File: src/rtl/i2crb_pkg.sv
// Shared types and constants for the I2C slave sequencer with reply buffer.
package i2crb_pkg;

	localparam int BUFFER_BYTES_DEF = 64;
	localparam logic [7:0] BUSY_MARK = 8'h01;
	localparam logic [7:0] LEN_LIMIT = 8'd49;
	localparam logic [3:0] CNT_BYTE = 4'd8;
	localparam logic [3:0] CNT_ACK = 4'd1;
	localparam logic [3:0] CNT_NONE = 4'd0;

	typedef enum logic [1:0] {
		REQ_BUS    = 2'd0,
		REQ_WRITE  = 2'd1,
		REQ_COMMIT = 2'd2,
		REQ_BUSY   = 2'd3
	} req_t;

	// result beat, packed highest field first
	typedef struct packed {
		logic [7:0] rx_byte;
		logic       rx_valid;
		logic [3:0] bit_count;
		logic [7:0] shift_out;
		logic       shift_load;
		logic       sda_enable;
	} res_t;

endpackage

File: src/rtl/i2crb_ram.sv
// Generic single-write, single-read RAM with registered read data.
module i2crb_ram #(
	parameter int WIDTH = 8,
	parameter int DEPTH = 64,
	localparam int AW = $clog2(DEPTH)
) (
	input  logic             clk,
	input  logic             we,
	input  logic [AW-1:0]    waddr,
	input  logic [WIDTH-1:0] wdata,
	input  logic             re,
	input  logic [AW-1:0]    raddr,
	output logic [WIDTH-1:0] rdata
);

	logic [WIDTH-1:0] mem_q [DEPTH];
	logic [WIDTH-1:0] rdata_q;

	always_ff @(posedge clk) begin
		if (we) begin
			mem_q[waddr] <= wdata;
		end
		if (re) begin
			rdata_q <= mem_q[raddr];
		end
	end

	assign rdata = rdata_q;

endmodule

File: src/rtl/i2c_slave_with_reply_buffer.sv
// I2C slave byte sequencer with a host-filled reply buffer (top level).
//
//  channel | dir | handshake             | content
//  s_axis  | in  | tvalid/tready         | tuser req_type, tdata bus byte and host fields
//  m_axis  | out | tvalid/tready         | tdata drive, load, count and received byte
//  cfg     | in  | cfg_we (no back-pres) | own_address
//
// One beat per cycle unless m_axis stalls; results register in stage 1, then the output register.
// Reply bytes live in a RAM with registered read: stage 0 updates the sequencer
// and issues the read or write, stage 1 picks up the read data.
// Reset clears the sequencer, length byte and read position; the RAM is not swept.
// A stalled result is held in the output register while stage 1 still takes one beat.
module i2c_slave_with_reply_buffer
	import i2crb_pkg::*;
#(
	parameter int BUFFER_BYTES = BUFFER_BYTES_DEF
) (
	input  logic        clk,
	input  logic        arst_n,
	input  logic        cfg_we,
	input  logic [6:0]  cfg_wdata,
	input  logic        s_axis_tvalid,
	output logic        s_axis_tready,
	// [0] start_flag, [8:1] shift_in, [14:9] host_index, [22:15] host_byte,
	// [30:23] msg_length, [31] zero
	input  logic [31:0] s_axis_tdata,
	// [1:0] req_type
	input  logic [1:0]  s_axis_tuser,
	output logic        m_axis_tvalid,
	input  logic        m_axis_tready,
	// [0] sda_enable, [1] shift_load, [9:2] shift_out, [13:10] bit_count,
	// [14] rx_valid, [22:15] rx_byte, [23] zero
	output logic [23:0] m_axis_tdata
);

	localparam int AW = $clog2(BUFFER_BYTES);

	typedef enum logic [2:0] {
		ST_IDLE       = 3'd0,
		ST_RX_ADDR    = 3'd1,
		ST_CHECK_ADDR = 3'd2,
		ST_PREP_START = 3'd3,
		ST_RX_DATA    = 3'd4,
		ST_ACK_DATA   = 3'd5,
		ST_TX_BYTE    = 3'd6,
		ST_TAKE_ACK   = 3'd7
	} state_t;

	// input unpack
	logic       start_flag;
	logic [7:0] shift_in;
	logic [5:0] host_index;
	logic [7:0] host_byte;
	logic [7:0] msg_length;
	req_t       req;

	assign start_flag = s_axis_tdata[0];
	assign shift_in   = s_axis_tdata[8:1];
	assign host_index = s_axis_tdata[14:9];
	assign host_byte  = s_axis_tdata[22:15];
	assign msg_length = s_axis_tdata[30:23];
	assign req        = req_t'(s_axis_tuser);

	logic [6:0] own_q;
	state_t     state_q;
	logic       sda_q;
	logic [7:0] len_q;
	logic [6:0] rpos_q;

	logic       v_s1;
	res_t       res_s1;
	logic       ram_sel_s1;
	logic       out_v_q;
	res_t       out_q;
	res_t       res_fwd;

	logic       accept;
	logic       s1_move;

	state_t     st_cur;
	state_t     st_nxt;
	logic       sda_nxt;
	logic [7:0] len_nxt;
	logic [6:0] rpos_nxt;
	res_t       res_nxt;
	logic       ram_sel_nxt;
	logic       ram_we;
	logic       ram_re;
	logic [AW-1:0] ram_waddr;
	logic [AW-1:0] ram_raddr;
	logic [7:0] ram_rdata;
	logic [8:0] rpos_w;
	logic [8:0] widx_w;

	assign s1_move       = v_s1 && (!out_v_q || m_axis_tready);
	assign s_axis_tready = !v_s1 || s1_move;
	assign accept        = s_axis_tvalid && s_axis_tready;

	assign rpos_w    = {2'b00, rpos_q};
	assign widx_w    = {3'b000, host_index} + 9'd1;
	assign ram_waddr = AW'(widx_w);
	assign ram_raddr = AW'(rpos_w);

	always_comb begin
		st_cur      = start_flag ? ST_RX_ADDR : state_q;
		st_nxt      = state_q;
		sda_nxt     = sda_q;
		len_nxt     = len_q;
		rpos_nxt    = rpos_q;
		res_nxt     = '0;
		ram_sel_nxt = 1'b0;
		ram_we      = 1'b0;
		ram_re      = 1'b0;
		case (req)
			REQ_WRITE: begin
				ram_we = accept && (widx_w < 9'(BUFFER_BYTES));
			end
			REQ_COMMIT: begin
				if (msg_length < LEN_LIMIT) begin
					rpos_nxt = '0;
					len_nxt  = msg_length;
				end
			end
			REQ_BUSY: begin
				len_nxt = BUSY_MARK;
			end
			REQ_BUS: begin
				st_nxt = st_cur;
				case (st_cur)
					ST_IDLE: begin
					end
					ST_RX_ADDR: begin
						res_nxt.bit_count = CNT_BYTE;
						st_nxt            = ST_CHECK_ADDR;
					end
					ST_CHECK_ADDR: begin
						if (shift_in[7:1] == own_q) begin
							sda_nxt            = 1'b1;
							res_nxt.shift_load = 1'b1;
							st_nxt             = shift_in[0] ? ST_TX_BYTE : ST_RX_DATA;
						end else begin
							sda_nxt = 1'b0;
							st_nxt  = ST_PREP_START;
						end
						res_nxt.bit_count = CNT_ACK;
					end
					ST_PREP_START: begin
						sda_nxt = 1'b0;
						st_nxt  = ST_IDLE;
					end
					ST_RX_DATA: begin
						sda_nxt           = 1'b0;
						res_nxt.bit_count = CNT_BYTE;
						st_nxt            = ST_ACK_DATA;
					end
					ST_ACK_DATA: begin
						sda_nxt            = 1'b1;
						res_nxt.rx_valid   = 1'b1;
						res_nxt.rx_byte    = shift_in;
						res_nxt.shift_load = 1'b1;
						res_nxt.bit_count  = CNT_ACK;
						st_nxt             = ST_RX_DATA;
					end
					ST_TX_BYTE: begin
						sda_nxt            = 1'b1;
						res_nxt.shift_load = 1'b1;
						res_nxt.bit_count  = CNT_BYTE;
						st_nxt             = ST_TAKE_ACK;
						if (rpos_w >= 9'(BUFFER_BYTES)) begin
							res_nxt.shift_out = '0;
						end else if (len_q == BUSY_MARK) begin
							res_nxt.shift_out = BUSY_MARK;
						end else begin
							if ({1'b0, rpos_q} == len_q) begin
								len_nxt = BUSY_MARK;
							end
							rpos_nxt = rpos_q + 7'd1;
							if (rpos_q == '0) begin
								res_nxt.shift_out = len_nxt;
							end else begin
								ram_sel_nxt = 1'b1;
								ram_re      = accept;
							end
						end
					end
					ST_TAKE_ACK: begin
						sda_nxt           = 1'b0;
						res_nxt.bit_count = CNT_ACK;
						st_nxt            = ST_PREP_START;
					end
					default: begin
					end
				endcase
			end
			default: begin
			end
		endcase
		res_nxt.sda_enable = sda_nxt;
	end

	i2crb_ram #(
		.WIDTH(8),
		.DEPTH(BUFFER_BYTES)
	) u_reply_ram (
		.clk  (clk),
		.we   (ram_we),
		.waddr(ram_waddr),
		.wdata(host_byte),
		.re   (ram_re),
		.raddr(ram_raddr),
		.rdata(ram_rdata)
	);

	always_ff @(posedge clk or negedge arst_n) begin
		if (!arst_n) begin
			own_q   <= '0;
			state_q <= ST_IDLE;
			sda_q   <= 1'b0;
			len_q   <= '0;
			rpos_q  <= '0;
		end else begin
			if (cfg_we) begin
				own_q <= cfg_wdata;
			end
			if (accept) begin
				state_q <= st_nxt;
				sda_q   <= sda_nxt;
				len_q   <= len_nxt;
				rpos_q  <= rpos_nxt;
			end
		end
	end

	always_ff @(posedge clk or negedge arst_n) begin
		if (!arst_n) begin
			v_s1    <= 1'b0;
			out_v_q <= 1'b0;
		end else begin
			if (accept) begin
				v_s1 <= 1'b1;
			end else if (s1_move) begin
				v_s1 <= 1'b0;
			end
			if (s1_move) begin
				out_v_q <= 1'b1;
			end else if (m_axis_tready) begin
				out_v_q <= 1'b0;
			end
		end
	end

	always_comb begin
		res_fwd = res_s1;
		if (ram_sel_s1) begin
			res_fwd.shift_out = ram_rdata;
		end
	end

	always_ff @(posedge clk) begin
		if (accept) begin
			res_s1     <= res_nxt;
			ram_sel_s1 <= ram_sel_nxt;
		end
		if (s1_move) begin
			out_q <= res_fwd;
		end
	end

	assign m_axis_tvalid = out_v_q;
	assign m_axis_tdata  = {1'b0, out_q};

	// committed or busy length never reaches the limit
	a_len_range: assert property (@(posedge clk) disable iff (!arst_n)
		len_q < LEN_LIMIT)
		else $error("length byte out of range");

	// input only stalls when both stages are occupied
	a_stall_full: assert property (@(posedge clk) disable iff (!arst_n)
		!s_axis_tready |-> (v_s1 && out_v_q))
		else $error("input stalled with a free stage");

	// host beats leave the SDA drive alone
	a_host_sda: assert property (@(posedge clk) disable iff (!arst_n)
		(accept && req != REQ_BUS) |=> $stable(sda_q))
		else $error("host beat changed SDA drive");

	// a handed-out byte always comes with an ACK load
	a_rx_ack: assert property (@(posedge clk) disable iff (!arst_n)
		(out_v_q && out_q.rx_valid) |->
		(out_q.shift_load && out_q.sda_enable && out_q.bit_count == CNT_ACK))
		else $error("received byte without ACK");

endmodule
File: config.mk
export PLATFORM = sky130hd
export DESIGN_NAME = i2c_slave_with_reply_buffer
export DESIGN_NICKNAME = d
export VERILOG_FILES = /design/src/rtl/i2crb_pkg.sv /design/src/rtl/i2crb_ram.sv /design/src/rtl/i2c_slave_with_reply_buffer.sv
export SDC_FILE = /design/constraint.sdc
export NUM_CORES = 1
export LEC_CHECK = 0
export CORE_MARGIN = 2
export CORE_UTILIZATION = 25
export DETAILED_ROUTE_END_ITERATION = 16
export DONT_BUFFER_PORTS = 1
export GPL_ROUTABILITY_DRIVEN = 0
export PLACE_DENSITY_LB_ADDON = 0.12
export SYNTH_ARGS = -nofsm -noshare
export SYNTH_HDL_FRONTEND = slang
export SYNTH_HIERARCHICAL = 1
export SYNTH_SLANG_ARGS = --single-unit
File: constraint.sdc
create_clock -name clk -period 2.63 [get_ports clk]
set_input_delay 0.263 -clock clk [delete_from_list [all_inputs] [get_ports clk]]
set_output_delay 0.263 -clock clk [all_outputs]
set_load 0.005 [all_outputs]
### Word level (Yosys, flattened, before mapping)

Memories as Yosys holds them, arrays and structs flattened. A register that Yosys moved wholly into a read port is not among the register bits.
Cells that the tools add are included.

| word-level totals | value |
|---|---|
| latch bits | 0 |
| output and inout port bits | 26 |
| ROM bits | 0 |
| bits of input ports | 46 |
| memory bits (writable) | 512 |
| memories kept | 1 |
| logic and storage cells | 108 |
| flip-flop bits (word level) | 75 |

| operators by class | value |
|---|---|
| shift operators | 0 |
| $lt $le $gt $ge | 3 |
| multipliers | 0 |
| multiplexer cells | 37 |
| equal/unequal tests | 17 |
| add/subtract/negate cells | 2 |
| bitwise logic cells | 3 |
| reduce and logical (&&, ||, !) cells | 24 |
| divide/modulo/power cells | 0 |

Memories:

| memory | words | bits a word | read ports | clocked after Yosys merged registers in | wr ports | RTL line | source |
|---|---|---|---|---|---|---|---|
| u_reply_ram.mem_q | 64 | 8 | 1 | 1 | 1 | i2crb_ram.sv:16 | `logic [WIDTH-1:0] mem_q [DEPTH];` |

Operators by type and width:

| kind | number |
|---|---|
| $mux W8 | 6 |
| $mux W7 | 4 |
| $pmux W8 S3 | 1 |
| $pmux W3 S7 | 1 |
| $mux W1 | 18 |
| $pmux W7 S2 | 1 |
| $eq A3 B3 Y1 const B | 4 |
| $reduce_and A6 Y1 | 2 |
| $reduce_or A3 Y1 | 4 |
| $eq A7 B8 Y1 | 1 |
| $eq A8 B1 Y1 const B | 1 |
| $lt A8 B6 Y1 const B | 1 |
| $ne A2 B2 Y1 const B | 4 |
| $pmux W4 S2 | 1 |
| $add A6 B1 Y7 const B | 1 |
| $add A7 B1 Y7 const B | 1 |
| $eq A7 B7 Y1 | 1 |
| $ge A7 B7 Y1 const B | 1 |
| $logic_not A7 Y1 | 1 |
| $lt A7 B7 Y1 const B | 1 |
| $eq A3 B2 Y1 const B | 2 |
| $mux W3 | 2 |
| $reduce_bool A2 Y1 | 3 |
| $reduce_or A5 Y1 | 1 |
| 15 further kinds | 23 |

### Depth between registers and ports, before layout

Gate-level depths: netlist of run 1.

| logic depth | value |
|---|---|
| depth in word-level cells | 10 |
| depth in mapped cells | 9 |
| depth with buffers taken out | 7 |

### Modules after synthesis

The synthesis of run 1 kept the hierarchy.

Modules (own cells, without submodules):

| module | area each (um^2) | cells each | times used | seq. area each (um^2) |
|---|---|---|---|---|
| i2crb_ram | 20246.9 | 940 | 1 | 15615.0 |
| i2c_slave_with_reply_buffer | 3355.7 | 271 | 1 | 1991.9 |

### Worst setup path before layout of run 1

No wires, ideal clock.

| timing | value |
|---|---|
| path type | register -> register |
| from | register out_v_q (netlist: m_axis_tvalid) |
| to | memory u_reply_ram.mem_q[62][0], enable pin |
| period minus slack after synthesis | 2.529 ns |
| arrival | 2.159 ns |
| setup time | 0.370 ns |
| cell stages (with the launch flop) | 7 |
| required time | 2.260 ns |
| slack | 0.101 ns |
| path through | dfrtp_1 -> nand3b_1 -> nand2_1 -> a311oi_1 -> nor2b_1 -> nand3_1 -> nor2_1 |

| on the way | value |
|---|---|
| word-level cells in the longest chain between the ends | 9 |

Ends and longest elaborated chain:

| item | RTL line | source |
|---|---|---|
| start, declared | i2c_slave_with_reply_buffer.sv:73 | `logic out_v_q;` |
| start signal, assigned | i2c_slave_with_reply_buffer.sv:237 | `out_v_q <= 1'b0;` |
| start signal, assigned | i2c_slave_with_reply_buffer.sv:245 | `out_v_q <= 1'b1;` |
| start signal, assigned | i2c_slave_with_reply_buffer.sv:247 | `out_v_q <= 1'b0;` |
| $logic_not A1 Y1 | i2c_slave_with_reply_buffer.sv:95 | `assign s1_move = v_s1 && (!out_v_q \|\| m_axis_tready);` |
| $logic_or A1 B1 Y1 | i2c_slave_with_reply_buffer.sv:95 |  |
| $logic_and A1 B1 Y1 | i2c_slave_with_reply_buffer.sv:95 |  |
| $logic_or A1 B1 Y1 | i2c_slave_with_reply_buffer.sv:96 | `assign s_axis_tready = !v_s1 \|\| s1_move;` |
| net s_axis_tready | i2c_slave_with_reply_buffer.sv:23 | `output logic s_axis_tready,` |
| $logic_and A1 B1 Y1 | i2c_slave_with_reply_buffer.sv:97 | `assign accept = s_axis_tvalid && s_axis_tready;` |
| $logic_and A1 B1 Y1 | i2c_slave_with_reply_buffer.sv:116 | `ram_we = accept && (widx_w < 9'(BUFFER_BYTES));` |
| $mux W1 | i2c_slave_with_reply_buffer.sv:114 | `case (req)` |
| net ram_we | i2c_slave_with_reply_buffer.sv:87 | `logic ram_we;` |
| $mux W1 | i2crb_ram.sv:20 | `if (we) begin` |
| $mux W1 (not written as such) | i2crb_ram.sv:21 | `mem_q[waddr] <= wdata;` |
| end, declared | i2crb_ram.sv:16 |  |

The timed path passes the listed nets, and every way through them passes these cells.

### Worst setup path in the final report of run 1

| timing | value |
|---|---|
| from | register rpos_q[0] |
| to | register u_reply_ram.rdata_q[4] (netlist: u_reply_ram/rdata[4]), read port of u_reply_ram.mem_q (data pin) |

| on the way | value |
|---|---|
| word-level cells in the longest chain between the ends | 6 |
| elaborated cells on any way between the ends | 7 |
| those cells by class | 1 x order compare; 5 x mux; 1 x reduce/logical |

Ends and longest elaborated chain:

| item | RTL line | source |
|---|---|---|
| start, declared | i2c_slave_with_reply_buffer.sv:68 | `logic [6:0] rpos_q;` |
| start signal, assigned | i2c_slave_with_reply_buffer.sv:229 | `rpos_q <= rpos_nxt;` |
| parallel branches: the longest is 6 deep, another holds $ge A7 B7 Y1 | -- |  |
| end, declared | i2crb_ram.sv:17 | `logic [WIDTH-1:0] rdata_q;` |

Several ways; the timed one is not identified.
A chain may end at the register's enable or synchronous reset.

==> key figures, run 1 <==
Yosys
  – Sequential cell area fraction in the yosys report: 0.7460
  – Post-synth EDFFs: 563
  – Top post-synthesis cells by count: edfxtp_1 (563), mux4_2 (126), nor2_1 (91)
  – FFs w/ async S/R, synth: 0.04738
  – Post-Syn Area: 23600 um2
  – Main synth FF type: edfxtp_1
  – Average cell area after synthesis: 19.49 um2
  – Cells after Synth: 1211
  – Share of the synthesized area in the top cell type: 0.7163
  – Area contributors post-synth: edfxtp_1 (72%), mux4_2 (12%), dfrtp_1 (3.0%), nor2_1 (1.4%), mux2_2 (1.3%)
  – Largest area contributor in the netlist: edfxtp_1
  – Ys Warns: 6
  – Most instantiated library cell after synthesis: edfxtp_1
  – Distinct cells, synth: 61
  – #FFs+latches synth: 591

Clock network
  – # clock sinks: 591
  – Clock slew at reported path FFs: 0.06 ns
  – Total CTS buffers: 71
  – H-tree levels: 3
  – Clk buf depth: 3
  – CTS root buffer: clkbuf_16
  – CTS tree: built
  – Worst-Skew Late Latency: 0.62 ns

Power and ir drop
  – Power share of the clock group: 0.359
  – Pint: 19.56 mW
  – Reg power frac: 0.403
  – Leak pwr: 9.498 nW
  – Power per cell area: 920.4 nW/um2
  – Sw frac: 0.2787
  – Sw Pwr: 7.556 mW
  – Comb power frac: 0.238
  – Peak supply drop: 0.4450 mV
  – Total power: 27.11 mW

Setup path
  – CP arrival: 2.97 ns
  – Worst path max stage delay: 0.56 ns
  – CP max-delay cell: dfrtp_4
  – Buf+Inv Stages, Crit Path: 3
  – CP delay by family, top: multiplexers
  – Critical Path RT: 2.98 ns
  – Crit-path cells: buf_12 -> buf_12 -> buf_4 -> mux4_2 -> mux4_2 -> nor2_2 -> o32ai_1
  – Startpoint Class: flip-flop
  – CP Capture Type: flip-flop
  – Crit Path Max Fanout: 8
  – WS Path Type: flip-flop to flip-flop

Run status
  – Status: completed

Layout
  – # diodes: 0
  – Seq. cell area: 17620 um2
  – Area added between synthesis and finish: 24.81%
  – Multi-input logic area: 5638 um2
  – Layout net count: 1501
  – Layout cells sized above 1: 0.3096
  – # fillers: 9110

Timing
  – Setup TNS: 0 ns
  – Worst slew pin tran: 0.6412 ns
  – Slew Viols, Final: 0
  – Tcrit/Tclk final: 0.9944
  – RSZ-0062 raised after global routing: yes
  – Fmax: 382.4 MHz
  – # setup viols final: 0
  – Final hold vios: 0
  – Hold Slack: 0.02330 ns
  – Minimum clock period: 2.615 ns
  – Slew Limit Headroom: 0.5695
  – Final worst slack: 0.01465 ns
  – Skew final: 0.03391 ns

Placed design
  – Port Buf Inserts: 0
  – Dpl ws: -0.08649 ns
  – DP Wirelength: 40080 um

GRT
  – Initial antenna violation count: 1
  – Largest net degree at the start of global routing: 65
  – Via count of the first global-routing pass: 12800
  – Grt total ovfl: 0
  – First-pass GRT wire length: 92540 um
  – All-Layer GR Usage: 0.1318

Die
  – Die Wd: 311.3 um
  – FP Rows: 112
  – Core footprint: 93470 um2
  – # IOs: 72
  – Initial core utilization: 0.2525
  – Die Area: 96880 um2
  – Die height: 311.3 um

Routing
  – Number of DRC markers in iteration 0: 1148
  – Met3 WL: 3024 um
  – Max layer used: met4
  – DR vias/cell: 4.421
  – DR WL/cell: 23.17 um
  – WL final: 63850 um
  – 1st-pass router iterations: 5
  – Routed vias: 12180
  – Met1 wire length: 29700 um
  – Met2 routed wirelength: 29670 um
  – Detail Route Antenna Nets: 0
  – Drt drc: 0

Flow run
  – Max-cap violations: 0

Worst hold path
  – Tightest Hold Check Type: input port to flip-flop
==> metrics by stage <==
step	utilization	instance area (um2)	instances
final	0.3152	29460	2756
after detailed placement	0.2803	26200	2565
after CTS	0.3135	29300	2747
after global routing	0.3152	29460	2756
after global placement	0.2803	26200	2565
after floorplan	-	23610	1213
==> kinds of logic (layout without fill, tap and decap cells) <==
logic type	after synthesis	count (layout)	synth area share
fa+ha+maj	7	7	0.003711
mux	180	180	0.1446
simple gates	238	238	0.04866
other cells	1	3	0.0001589
flops	591	591	0.7460
buf+inv	76	365	0.01834
compound gates	99	99	0.03149
xor+xnor	19	19	0.007050
==> metal layers <==
layer,up-vias,GRT usage
met1,6451,0.1837
met4,0,0.03909
met2,242,0.2066
li1,5405,-
met5,-,0
met3,85,0.02769
==> power by group through the flow <==
stage                     Clock (mW)  Combinational, mW  Sequential, mW
after global routing            10.4               6.93            11.0
after CTS                       10.1               6.37            10.9
after floorplan                    0               3.63            10.9
after global placement             0               5.82            11.1
after detailed placement           0               5.82            11.1
final                           9.74               6.44            10.9
==> final cells by class <==
cell class,instances,area share
flip-flops and latches,591,0.5982
clock inverters,38,0.01236
multi-input cells,546,0.1914
inverters,14,0.001784
clock buffers,89,0.06656
well taps,1254,0.05326
repair buffers,224,0.07649
==> flip-flops by register name, indices dropped and copies added (netlist names), 3 cells and up <==
register / cells
rpos_q: 7
m_axis_tdata: 21
len_q: 8
u_reply_ram/mem_q: 512
own_q: 7
state_q: 3
res_fwd: 13
u_reply_ram/rdata: 8
res_s1: 8
==> layout by cell type (no fill, tap or decap), drive strengths merged, types with 5 or more instances in the layout <==
cell	count
mux4	126
ha	7
clkinv	24
a211oi	5
nand3	22
nor2b	16
nand2b	15
edfxtp	563
dfrtp	28
and2	17
a221oi	7
a22o	6
o221ai	9
clkinvlp	7
xnor2	14
a21oi	10
buf	185
mux2	28
inv	15
nor4	8
nor3	13
clkbuf	89
mux2i	26
dlygate4sd3	38
nand4	8
nand2	34
o21ai	17
o22ai	10
nor2	91
bufinv	6
xor2	5
==> worst paths after layout <==
kind                             startpoint                       end  slack [ns]  cells after the start
max reg2reg                       rpos_q[0]      u_reply_ram/rdata[4]        0.01                      7
min reg2reg                      res_fwd[0]           m_axis_tdata[0]        0.42                      0
max                               rpos_q[0]      u_reply_ram/rdata[4]        0.01                      7
min in group asynchronous            arst_n                state_q[2]        0.10                      2
max in group asynchronous            arst_n                 rpos_q[0]        2.33                      2
min                        s_axis_tdata[16]  u_reply_ram/mem_q[43][1]        0.02                      1
==> what timing repair did <==
action                                  in CTS  in global routing
setup buffers                                7                  9
resized for setup                           10                 17
hold buffers                                47                  0
endpoints found under the setup margin      24                 49
pin swaps                                    0                  2
gates cloned                                 1                  0
hold endpoints to repair                   573                  0
==> worst register-to-register path, delay by kind of cell, from the launching register on <==
family	cells	cell delay [ns]
mux	2	1.10
flops	1	0.56
buf+inv	3	0.48
simple gates	1	0.13
compound gates	1	0.10
(Power assumes the default switching activity.)
==> run 2, diff against run 1 <==
Settings changed: ABC_AREA from default to 1, CORE_ASPECT_RATIO from default to 1.2.
==> run 2 against run 1 <==
Against the previous run: global-route usage up 0.91 points; core utilization down 1.7 points; clock skew down 0.0052 ns; sequential share of layout area down 0.34 points; synthesized cell count up 82%; via count up 33%; design area up 0.54%; critical endpoint is now u_reply_ram/rdata[5].
==> key figures, run 2 <==
Layout
  – Area added between synthesis and finish: 18.51%
  – Commonest non-fill, non-tap cell in the layout: nand2_1
  – Commonest cells after routing, fill and taps aside: nand2_1 (780), edfxtp_1 (563), nand3_1 (462), buf_4 (113), nor2_1 (96)
  – Max FFs per register: 512 (unchanged)
  – Layout net count: 2369 (+58%)
  – Fin area: 29620 um2 (+0.54%)
  – # fillers: 10200 (+12%)
  – Most flops, register: u_reply_ram/mem_q
  – Layout cells sized above 1: 0.1128 (-0.1968)

Yosys
  – Sequential cell area fraction in the yosys report: 0.7045 (-0.04149)
  – Synth Area in Simple Gates: 0.2323 (+0.1836)
  – Share of the synthesized area in the top cell type: 0.6764 (-0.03984)
  – Ys Warns: 6 (unchanged)
  – Post-synthesis compound-gate area fraction: 0.004806 (-0.02668)
  – Main combinational cell family by area after synthesis: simple AND/OR/NAND/NOR gates
  – FFs w/ async S/R, synth: 0.04738 (unchanged)
  – #FFs+latches synth: 591 (unchanged)
  – Top post-synthesis cells by count: nand2_1 (780), edfxtp_1 (563), nand3_1 (462)
  – Main synth FF type: edfxtp_1
  – Average cell area after synthesis: 11.33 um2 (-42%)
  – Cells after Synth: 2205 (+82%)
  – Most instantiated library cell after synthesis: nand2_1
  – Distinct cells, synth: 30 (-51%)
  – Largest area contributor in the netlist: edfxtp_1
  – Area contributors post-synth: edfxtp_1 (68%), nand2_1 (12%), nand3_1 (9.3%), dfrtp_1 (2.8%), buf_6 (1.7%)
  – Mux share of post-synthesis cell area: 0.005407 (-0.1392)
  – Post-synthesis xor/xnor area fraction: 0.003855 (-0.003196)
  – Post-Syn Area: 24990 um2 (+5.9%)
  – Post-Synth Adder-Cell Area: 0.003504 (-0.0002064)
  – Post-synth EDFFs: 563 (unchanged)

Routing
  – Routed vias: 16190 (+33%)
  – DR WL/cell: 19.70 um (-15%)
  – 1st-pass router iterations: 5 (unchanged)
  – Met2 routed wirelength: 36230 um (+22%)
  – Drt drc: 0 (unchanged)
  – Met1 wire length: 31530 um (+6.2%)
  – Met3 WL: 2531 um (-16%)
  – Number of DRC markers in iteration 0: 998 (-13%)
  – DR vias/cell: 4.425 (+0.10%)
  – Detail Route Antenna Nets: 0 (unchanged)
  – Max layer used: met4
  – WL final: 72070 um (+13%)

Power and ir drop
  – Sw Pwr: 6.291 mW (-17%)
  – Leak pwr: 10.82 nW (+14%)
  – Peak supply drop: 0.3665 mV (-18%)
  – Total power: 23.45 mW (-14%)
  – Comb power frac: 0.142 (-0.096)
  – Power per cell area: 791.7 nW/um2 (-14%)
  – Sw frac: 0.2683 (-0.01039)
  – Power share of the clock group: 0.406 (+0.047)
  – Reg power frac: 0.452 (+0.049)
  – Pint: 17.16 mW (-12%)

Die
  – Die Area: 102500 um2 (+5.8%)
  – Die Wd: 292.6 um (-6.0%)
  – Core footprint: 99470 um2 (+6.4%)
  – # IOs: 72 (unchanged)
  – Initial core utilization: 0.2513 (-0.001265)
  – FP Rows: 127 (+13%)
  – Die height: 350.4 um (+13%)

Clock network
  – Post-CTS Resized: 0 (-10)
  – Clock slew at reported path FFs: 0.06 ns (about the same)
  – Worst-Skew Late Latency: 0.61 ns (about the same)
  – # clock sinks: 591 (unchanged)
  – Clk buf depth: 3 (unchanged)
  – CTS root buffer: clkbuf_16
  – CTS tree: built
  – H-tree levels: 3 (unchanged)
  – Total CTS buffers: 68 (-4.2%)

Timing
  – Minimum clock period: 2.366 ns (-0.2492 ns)
  – Tcrit/Tclk final: 0.8997 (-0.09474)
  – Fmax: 422.6 MHz (+11%)
  – Worst slew pin tran: 1.127 ns (+0.4854 ns)
  – RSZ-0062 raised after global routing: no
  – Final hold vios: 0 (unchanged)
  – Skew final: 0.02875 ns (-0.005160 ns)
  – Slew Viols, Final: 0 (unchanged)
  – Slew Limit Headroom: 0.2481 (-0.3214)
  – Setup TNS: 0 ns (unchanged)
  – Hold Slack: 0.04714 ns (+0.02384 ns)
  – # setup viols final: 0 (unchanged)

Placed design
  – Area after DPL: 26870 um2 (+2.6%)
  – Port Buf Inserts: 0 (unchanged)
  – DP Wirelength: 43030 um (+7.3%)

Setup path
  – R2R depth: 9 (+2)
  – Startpoint Class: flip-flop
  – CP Capture Type: flip-flop
  – CP arrival: 2.83 ns (-0.14 ns)
  – WS Path Type: flip-flop to flip-flop
  – Critical Path RT: 3.09 ns (+0.11 ns)
  – Crit Path Max Fanout: 156 (+148)

GRT
  – Grt total ovfl: 0 (unchanged)
  – Initial antenna violation count: 0 (-1)
  – First-pass GRT wire length: 106800 um (+15%)
  – All-Layer GR Usage: 0.1409 (+0.009101)
  – Largest net degree at the start of global routing: 157 (+140%)
  – Via count of the first global-routing pass: 16360 (+28%)

Run status
  – Status: completed

Worst hold path
  – Hold path depth: 1 (unchanged)
  – Tightest Hold Check Type: input port to flip-flop

Flow run
  – Max-cap violations: 0 (unchanged)
[run 2: cell count changes after synthesis, moves of 26 or more]
cell | previous run | this run
inv_1 | 14 | 61
mux4_2 | 126 | 0
nand3_1 | 22 | 462
mux2i_1 | 26 | 0
nand2_1 | 34 | 780
buf_6 | 5 | 37
[run 2: final cells by class]
cell class	count	area (um2)	share of cell area
clock buffer	79	1817	0.06134
sequential	591	17620	0.5948
tap	1290	1614	0.05449
inverter	66	255.2	0.008618
antenna	1	2.502	0.00008449
multi-input combinational	1426	6260	0.2113
clock inverter	43	415.4	0.01402
timing repair buffer	163	1639	0.05534
[run 2: kinds of logic (layout without fill, tap and decap cells)]
logic type / after synthesis / in the layout
AO/OA/AOI/OAI: 23 / 23
XOR/XNOR: 11 / 11
adder cells (fa/ha/maj): 7 / 7
buffers and inverters: 190 / 351
flip-flops: 591 / 591
multiplexers: 12 / 12
other: 1 / 4
AND/OR/NAND/NOR: 1370 / 1370
[run 2: per-layer routing]
| metal | up-vias | global-route usage |
|---|---|---|
| li1 | 7843 | - |
| met1 | 7974 | 0.1742 |
| met2 | 287 | 0.2500 |
| met3 | 87 | 0.02002 |
| met4 | 0 | 0.05055 |
| met5 | - | 0 |
[run 2: repair_timing]
item,4_1_cts,5_1_grt
hold buffers,36,0
endpoints found under the setup margin,0,0
hold endpoints to repair,569,0
setup buffers,0,0
[run 2: metrics by stage]
| stage | util | setup WS, ns | std cells |
|---|---|---|---|
| after floorplan | - | -0.06380 | 2207 |
| after global placement | 0.2702 | 0.2133 | 3500 |
| after detailed placement | 0.2702 | 0.2213 | 3500 |
| after CTS | 0.2977 | 0.2006 | 3658 |
| after global routing | 0.2977 | 0.07342 | 3658 |
| final | 0.2978 | 0.2638 | 3659 |
[run 2: final timing paths]
check / slack, ns / startpoint / to
worst min register to register: 0.42 / res_fwd[14] / m_axis_tdata[14]
worst max register to register: 0.26 / rpos_q[0] / u_reply_ram/rdata[5]
worst max-delay path: 0.26 / rpos_q[0] / u_reply_ram/rdata[5]
min in group asynchronous: 0.14 / arst_n / m_axis_tvalid
max in group asynchronous: 2.28 / arst_n / rpos_q[0]
worst min-delay path: 0.05 / s_axis_tdata[19] / u_reply_ram/mem_q[30][4]
[run 2: power groups by stage]
| stage | sequential, mW | clock (mW) | combinational (mW) |
|---|---|---|---|
| 3_5_place_dp | 10.8 | 0 | 3.15 |
| 3_3_place_gp | 10.8 | 0 | 3.14 |
| 5_1_grt | 10.6 | 10.2 | 3.79 |
| 2_1_floorplan | 10.8 | 0 | 2.33 |
| 4_1_cts | 10.6 | 9.84 | 3.42 |
| 6_report | 10.6 | 9.52 | 3.34 |
[run 2: worst max-delay path, stage by stage (launching register included)]
cell	delay, ns
dfrtp_4	0.49
buf_12	0.51
nand2_1	0.11
nand3_1	0.12
nand3_1	0.15
nand2_1	0.17
nand2_1	0.08
nand3_1	0.13
nand3_1	0.17
nand2_1	0.16
